--- config.mk ---
export PLATFORM = sky130hd
export DESIGN_NAME = svg_div
export DESIGN_NICKNAME = d
export VERILOG_FILES = /design/src/rtl/core/svg_div.sv
export SDC_FILE = /design/constraint.sdc
export NUM_CORES = 1
export LEC_CHECK = 0
export ABC_AREA = 1
export BUFFER_PORTS_ARGS = -buffer_cell sky130_fd_sc_hd__buf_2
export CAP_MARGIN = 0
export CORE_ASPECT_RATIO = 0.5
export CORE_MARGIN = 8
export CORE_UTILIZATION = 35
export DETAILED_ROUTE_END_ITERATION = 10
export SYNTH_ARGS = -nofsm -noshare
export SYNTH_HDL_FRONTEND = slang
export SYNTH_SLANG_ARGS = --single-unit
export TNS_END_PERCENT = 5
--- constraint.sdc ---
create_clock -name clk -period 2.1 [get_ports clk]
set_input_delay 0.21 -clock clk [delete_from_list [all_inputs] [get_ports clk]]
set_output_delay 0.21 -clock clk [all_outputs]
set_load 0.005 [all_outputs]
--- src/rtl/core/svg_div.sv ---
// pipelined restoring divider, one quotient bit per stage
module svg_div #(
	parameter int DW = 10,
	parameter int QW = 16,
	parameter int SW = 4
) (
	input  logic          clk,
	input  logic          arst_n,
	input  logic          en,
	input  logic          in_valid,
	input  logic [DW-1:0] in_rem,
	input  logic [QW-1:0] in_word,
	input  logic [DW-1:0] divisor,
	input  logic [SW-1:0] in_side,
	output logic          out_valid,
	output logic [QW-1:0] out_quot,
	output logic [DW-1:0] out_rem,
	output logic [SW-1:0] out_side
);
	logic          v_s    [QW];
	logic [DW-1:0] rem_s  [QW];
	logic [QW-1:0] word_s [QW];
	logic [SW-1:0] side_s [QW];

	for (genvar k = 0; k < QW; k++) begin : g_stage
		logic          pv;
		logic [DW-1:0] prem;
		logic [QW-1:0] pword;
		logic [SW-1:0] pside;
		logic [DW:0]   trial;
		logic          ge;
		logic [DW:0]   diff;

		if (k == 0) begin : g_first
			assign pv    = in_valid;
			assign prem  = in_rem;
			assign pword = in_word;
			assign pside = in_side;
		end else begin : g_next
			assign pv    = v_s[k-1];
			assign prem  = rem_s[k-1];
			assign pword = word_s[k-1];
			assign pside = side_s[k-1];
		end

		// shift in the next dividend bit and try a subtract
		assign trial = {prem, pword[QW-1]};
		assign ge    = trial >= {1'b0, divisor};
		assign diff  = trial - {1'b0, divisor};

		always_ff @(posedge clk or negedge arst_n) begin
			if (!arst_n) begin
				v_s[k] <= 1'b0;
			end else if (en) begin
				v_s[k] <= pv;
			end
		end

		always_ff @(posedge clk) begin
			if (en) begin
				rem_s[k]  <= ge ? diff[DW-1:0] : trial[DW-1:0];
				word_s[k] <= {pword[QW-2:0], ge};
				side_s[k] <= pside;
			end
		end
	end

	assign out_valid = v_s[QW-1];
	assign out_quot  = word_s[QW-1];
	assign out_rem   = rem_s[QW-1];
	assign out_side  = side_s[QW-1];
endmodule

==> results.md, run 1 <==
- Run status: finished clean
- Mapped cell area: 25610 um2
- # rows: 70
- Fraction of final layout cells sized beyond drive strength 1: 18.06%
- Per-instance average area after synthesis: 9.788 um2
- Detail-routed net length per standard cell: 13.65 um
- Family with the most delay on the worst path: simple AND/OR/NAND/NOR gates
- CP startpoint: rem_s[0][71]$_DFFE_PP_
- Total number of vias: 18430
- Post-synthesis instance total: 2617
- Library cell used as clock root buffer: clkbuf_16
- Data arrival time at the worst-slack endpoint: 2.38 ns
- Antenna diodes: 0
- Buffers plus inverters on the worst setup path: 1
- Final-layout worst hold slack: 0.09484 ns
- GRT overflow: 0
- Total wire length: 55520 um
- Final core utilization: 43.80%
- Final Slew Violations: 0
- Tightest slew margin relative to the limit: 75.62%
- CP peak stage delay: 0.48 ns
- Final Cell Area: 31880 um2
- Starting Density: 35.19%
- Syn_nets: 2837
- HPWL reported at the end of detailed placement: 40790 um
- Number of distinct library cells after synthesis: 34
- Flop-to-flop setup slack: 0.05 ns
- DR vias/cell: 4.532
- Initial antenna violation count: 0
- Clock tree from TritonCTS: done
- Synth Warn #: 0
- Cell type of the slowest stage on the worst timing path: edfxtp_1
- Hold/Removal Path Class: input pin to asynchronous set/reset pin
- Boundary pin count: 75
- Critical Path Start Type: register
- Highest achievable clock rate: 487.8 MHz
- Sequential cell area fraction in the yosys report: 57.84%
- Setup CP Type: register to register
- Minimum setup slack after placement: -0.09243 ns
- Commonest cells after routing, fill and taps aside: 941 x nand2_1, 480 x edfxtp_1, 315 x inv_1, 277 x buf_4, 227 x nand3_1
- Overall die area: 82620 um2
- Actual transition at the worst max-transition pin: 0.3657 ns
- Detail Route Antenna Nets: 0
- # clock sinks: 496
- # H-tree levels: 2
- Register-to-Register Path Depth: 9
- Die Wd: 398.6 um
- Placeable core region: 72780 um2
- Count of non-filler cells in the finished layout: 4067
- 1st-pass router iterations: 6
- Static leakage power: 0.01457 uW
- Power density over cell area: 1284 nW/um2
- Data required time of the critical path: 2.43 ns
- Num CTS Buffers: 47
- FF-to-FF Start: rem_s[0][71]$_DFFE_PP_
- Cell-by-cell listing of the critical path: ha_1 > or2_2 > nand3_1 > nand2_2 > nand2_2 > nand2_4 > buf_4 > nand3_1 > nand2_1
- Hold Fails Final Rpt: 0
- RSZ-0062 raised after global routing: yes
- Placer's final routability congestion estimate: 0.8902
- Clock slew at reported path FFs: 0.07 ns
- Critical Path Sink Type: register
- Wire length of the first global-routing pass: 91360 um
- FF-to-FF End: rem_s[1][8]$_DFFE_PP_
- Largest buffer count on any clock path: 3
- Critical path depth: 9
- Skew final: 0.02161 ns
- Number of design rule violations left after detail routing: 0
- # nets final: 3278
- Worst-case vdd ir drop: 0.6950 mV
- Via count of the first global-routing pass: 18390
- GRT Util Overall: 13.39%
- Number of max-capacitance violations reported: 0
- PortBufs: 74
- Number of flip-flops and latches in the synthesized netlist: 496
- Max Fanout on Critical Path: 5
- Endpoint of the worst setup timing path: rem_s[1][8]$_DFFE_PP_
- Area delta synth->final: 24.47%
- Height of the chip: 207.3 um
- Commonest non-fill, non-tap cell in the layout: nand2_1
- Cell count after placement: 3947
- Violation count after the first detailed-route iteration: 943
- Fraction of the cycle the final worst path needs: 97.63%
- Worst Slack Setup Final: 0.04986 ns
- Largest net degree at the start of global routing: 56
- Number of inserted filler cells in the final layout: 6832
- Min Tclk post-route: 2.050 ns
- Setup violators final: 0
- Later-pin clock latency in the skew report: 0.59 ns
- Placement Cell Area: 29710 um2
registers in the layout (all words and copies together), names as in the netlist:
register,count
word_s,256
rem_s,160
side_s,64
g_stage.pv,15
out_valid,1
logic make-up (layout without fill, tap and decap cells):
| logic type | Yosys count | in the layout | synth area share [%] |
|---|---|---|---|
| xor+xnor | 48 | 48 | 1.641 |
| fa+ha+maj | 176 | 176 | 9.066 |
| compound gates | 122 | 122 | 2.555 |
| buf+inv | 352 | 830 | 5.696 |
| flops | 496 | 496 | 57.84 |
| mux | 2 | 2 | 0.08792 |
| simple gates | 1421 | 1421 | 23.12 |
power by group:
group          internal (uW)  leakage (uW)  switching [uW]
sequential             13800       0.00488            1280
clock                   4710      0.000723            3700
combinational           7830       0.00897            9620
timing repair:
action | CTS | global route
resized for setup | 1 | 43
endpoints found under the setup margin | 4 | 82
setup buffers | 0 | 2
hold endpoints to repair | 64 | 0
hold buffers | 32 | 0
cells in the mapped netlist, drive strengths merged:
master  instances  area share (%)
a21o            2           0.059
a21oi          81             1.6
and2           20            0.50
buf            19            0.82
clkbuf          3           0.044
dfrtp          16             1.6
edfxtp        480              56
fa             16             1.3
ha            160             7.8
inv           330             4.8
mux2            2           0.088
nand2         966              14
nand3         233             4.7
nand3b         12            0.35
nand4          18            0.44
nor2          139             2.0
nor3            9            0.18
o21ai          25            0.49
o21bai         14            0.41
or2            24            0.59
xnor2           1           0.034
xor2           47             1.6
worst register-to-register path: cells and delay by family (launching register included):
family	cells	cell delay, ns
DFF	1	0.48
buffers and inverters	1	0.15
adders and majority gates	1	0.33
and+or+nand+nor	7	0.85
how the worst min path moves through the flow:
| stage | from | to |
|---|---|---|
| 2_1_floorplan | arst_n | g_stage[10].pv$_DFFE_PN0P_ |
| 3_3_place_gp | arst_n | out_valid$_DFFE_PN0P_ |
| 3_5_place_dp | arst_n | out_valid$_DFFE_PN0P_ |
| 4_1_cts | arst_n | g_stage[5].pv$_DFFE_PN0P_ |
| 5_1_grt | arst_n | g_stage[5].pv$_DFFE_PN0P_ |
| 6_report | arst_n | g_stage[5].pv$_DFFE_PN0P_ |
per-stage QoR:
step	TNS, ns	total power [uW]
finish	0	40950
global route	-0.1476	44290
CTS	0	40820
detailed placement	-2.995	32180
global placement	-2.344	32010
floorplan	-19.17	25650
per-layer routing:
metal	vias to the layer above	track usage [%]	share of wire, %
li1	9579	-	-
met2	255	22.85	47
met4	0	4.025	2.5
met3	92	1.806	3.4
met1	8507	17.70	47
met5	-	0	0
final cells by class:
type	count	area, um2	area share, %
flip-flops and latches	496	14810	46.47
multi-input cells	1769	9679	30.36
repair buffers	414	3401	10.67
inverters	330	1247	3.913
clock buffers	54	1224	3.838
well taps	972	1216	3.815
clock inverters	32	300.3	0.9419
Note: power is estimated with default switching activity, not from simulation.
==> run 2: changes to the inputs <==
--- a/config.mk
+++ b/config.mk
@@ -12,6 +12,7 @@
 export CORE_MARGIN = 8
 export CORE_UTILIZATION = 35
 export DETAILED_ROUTE_END_ITERATION = 10
+export SETUP_SLACK_MARGIN = 0.15
 export SYNTH_ARGS = -nofsm -noshare
 export SYNTH_HDL_FRONTEND = slang
 export SYNTH_SLANG_ARGS = --single-unit
==> results.md, run 2 (synthesized netlist as in run 1, its figures left out) <==
- Static leakage power: 0.01475 uW (+1.3%)
- # rows: 70 (unchanged)
- Skew final: 0.02024 ns (-0.001367 ns)
- Detail-routed net length per standard cell: 13.75 um (+0.70%)
- Commonest non-fill, non-tap cell in the layout: nand2_1
- Placer's final routability congestion estimate: 0.8902 (unchanged)
- Critical Path Sink Type: register
- Sequential share of power: 35.9% (-0.9 points)
- Fraction of the cycle the final worst path needs: 93.08% (-4.5 points)
- Library cell used as clock root buffer: clkbuf_16
- HPWL reported at the end of detailed placement: 40790 um (unchanged)
- # H-tree levels: 2 (unchanged)
- Cell-internal power: 27100 uW (+2.9%)
- Height of the chip: 207.3 um (unchanged)
- Switching share of power: 35.78% (+0.12 points)
- # nets final: 3309 (+0.95%)
- Tightest slew margin relative to the limit: 75.61% (about the same)
- Total number of vias: 18580 (+0.79%)
- Largest buffer count on any clock path: 3 (unchanged)
- Hold/Removal Path Class: input pin to asynchronous set/reset pin
- GRT overflow: 0 (unchanged)
- Overall die area: 82620 um2 (unchanged)
- Total wire length: 56330 um (+1.5%)
- Commonest cells after routing, fill and taps aside: 920 x nand2_1, 480 x edfxtp_1, 313 x inv_1, 304 x buf_4, 220 x nand3_1
- Largest register by flop count: word_s
- Data arrival time at the worst-slack endpoint: 2.28 ns (-0.10 ns)
- Run status: finished clean
- Actual transition at the worst max-transition pin: 0.3658 ns (+0.00007093 ns)
- Starting Density: 35.19% (unchanged)
- Number of max-capacitance violations reported: 0 (unchanged)
- Num CTS Buffers: 47 (unchanged)
- GRT Util Overall: 13.41% (+0.024 points)
- Number of inserted filler cells in the final layout: 6768 (-0.94%)
- Number of design rule violations left after detail routing: 0 (unchanged)
- Clock slew at reported path FFs: 0.07 ns (about the same)
- Worst Slack Setup Final: 0.1453 ns (+0.09541 ns)
- Final-layout worst hold slack: 0.09147 ns (-0.003373 ns)
- Sequential cell area: 14810 um2 (unchanged)
- Detail Route Antenna Nets: 0 (unchanged)
- Hold Fails Final Rpt: 0 (unchanged)
- Initial antenna violation count: 0 (unchanged)
- Fraction of final layout cells sized beyond drive strength 1: 21.47% (+3.4 points)
- Post-layout total power: 42200 uW (+3.1%)
- Minimum setup slack after placement: -0.09243 ns (unchanged)
- Setup violators final: 0 (unchanged)
- 1st-pass router iterations: 5 (-1)
- Clock share of power: 20.0% (-0.5 points)
- Highest achievable clock rate: 511.6 MHz (+4.9%)
- Die Wd: 398.6 um (unchanged)
- RSZ-0062 raised after global routing: yes
- Clock tree from TritonCTS: done
- Largest register FFs: 256 (unchanged)
- Boundary pin count: 75 (unchanged)
- Wire length of the first global-routing pass: 91500 um (+0.15%)
- Worst-case vdd ir drop: 0.6990 mV (+0.57%)
- Data required time of the critical path: 2.42 ns (about the same)
- Combined area of the multi-input logic cells: 10230 um2 (+5.7%)
- Gate power share: 44.1% (+1.5 points)
- PortBufs: 74 (unchanged)
- Violation count after the first detailed-route iteration: 927 (-1.7%)
- Critical Path Start Type: register
- Via count of the first global-routing pass: 18430 (+0.17%)
- Placeable core region: 72780 um2 (unchanged)
- Later-pin clock latency in the skew report: 0.59 ns (about the same)
- Antenna diodes: 0 (unchanged)
- Largest registers: word_s: 256 flops, rem_s: 160 flops, side_s: 64 flops
- Area delta synth->final: 27.61%
- # clock sinks: 496 (unchanged)
- NetSw: 15100 uW (+3.4%)
- Setup CP Type: register to register
- Power density over cell area: 1291 nW/um2 (+0.51%)
- Max Fanout on Critical Path: 9 (+4)
- Final Slew Violations: 0 (unchanged)
- DR vias/cell: 4.533 (about the same)
- Min Tclk post-route: 1.955 ns (-0.09541 ns)
- Largest net degree at the start of global routing: 56 (unchanged)
==> run 2: layout make-up <==
class / count / area share [%]
Tap cell: 972 / 3.721
Sequential cell: 496 / 45.32
Timing Repair Buffer: 444 / 11.13
Clock buffer: 54 / 3.744
Inverter: 330 / 3.862
Clock inverter: 32 / 0.9187
Multi-Input combinational cell: 1770 / 31.30
==> run 2: through the flow <==
step                      std cells  setup TNS, ns  utilization (%)  area, um2
after floorplan                2617         -19.17                -      25650
after global placement         3947         -2.344            40.82      29710
final                          4098              0            44.91      32690
after CTS                      4071              0            43.57      31710
after detailed placement       3947         -2.995            40.82      29710
after global routing           4098              0            44.91      32690
==> run 2: path summary, 6_finish.rpt <==
kind	cells past startpoint	endpoint	from	slack (ns)
setup reg to reg	10	rem_s[0][29]$_DFFE_PP_	rem_s[0][11]$_DFFE_PP_	0.15
hold reg to reg	0	word_s[8][2]$_DFFE_PP_	word_s[7][1]$_DFFE_PP_	0.41
hold / removal	2	g_stage[5].pv$_DFFE_PN0P_	arst_n	0.09
max in group asynchronous	2	g_stage[9].pv$_DFFE_PN0P_	arst_n	1.74
min in group clk	5	word_s[0][0]$_DFFE_PP_	in_rem[9]	0.24
setup / recovery	10	rem_s[0][29]$_DFFE_PP_	rem_s[0][11]$_DFFE_PP_	0.15
==> run 2: routing by layer <==
layer / global-route usage (%) / up-vias / wire length, um
li1: - / 9641 / -
met1: 17.72 / 8597 / 26240
met2: 22.98 / 242 / 26770
met3: 1.775 / 98 / 1882
met4: 3.951 / 0 / 1443
met5: 0 / - / 0
==> run 2: what timing repair did <==
item / CTS / global route
gates resized for setup: 22 / 125
buffers inserted: 6 / 26
cloned: 0 / 1
hold buffers: 32 / 0
pin swaps: 6 / 19
setup endpoints to repair: 74 / 160
endpoints found under the hold margin: 64 / 0
==> run 2: power groups by stage <==
stage / logic (uW) / clock network (uW) / registers (uW)
CTS: 17300 / 8690 / 15000
finish: 18600 / 8420 / 15200
global placement: 16800 / 0 / 15200
global route: 21200 / 9050 / 15300
floorplan: 11000 / 0 / 14600
detailed placement: 17000 / 0 / 15200
==> run 2: worst max-delay path, stage by stage (launching register included) <==
cell	delay, ns
edfxtp_1	0.45
ha_4	0.30
buf_4	0.12
nand2_1	0.09
nor2_1	0.12
nand3_1	0.08
and2_1	0.19
nand2_4	0.12
inv_4	0.08
nand2_1	0.08
nand2_2	0.07
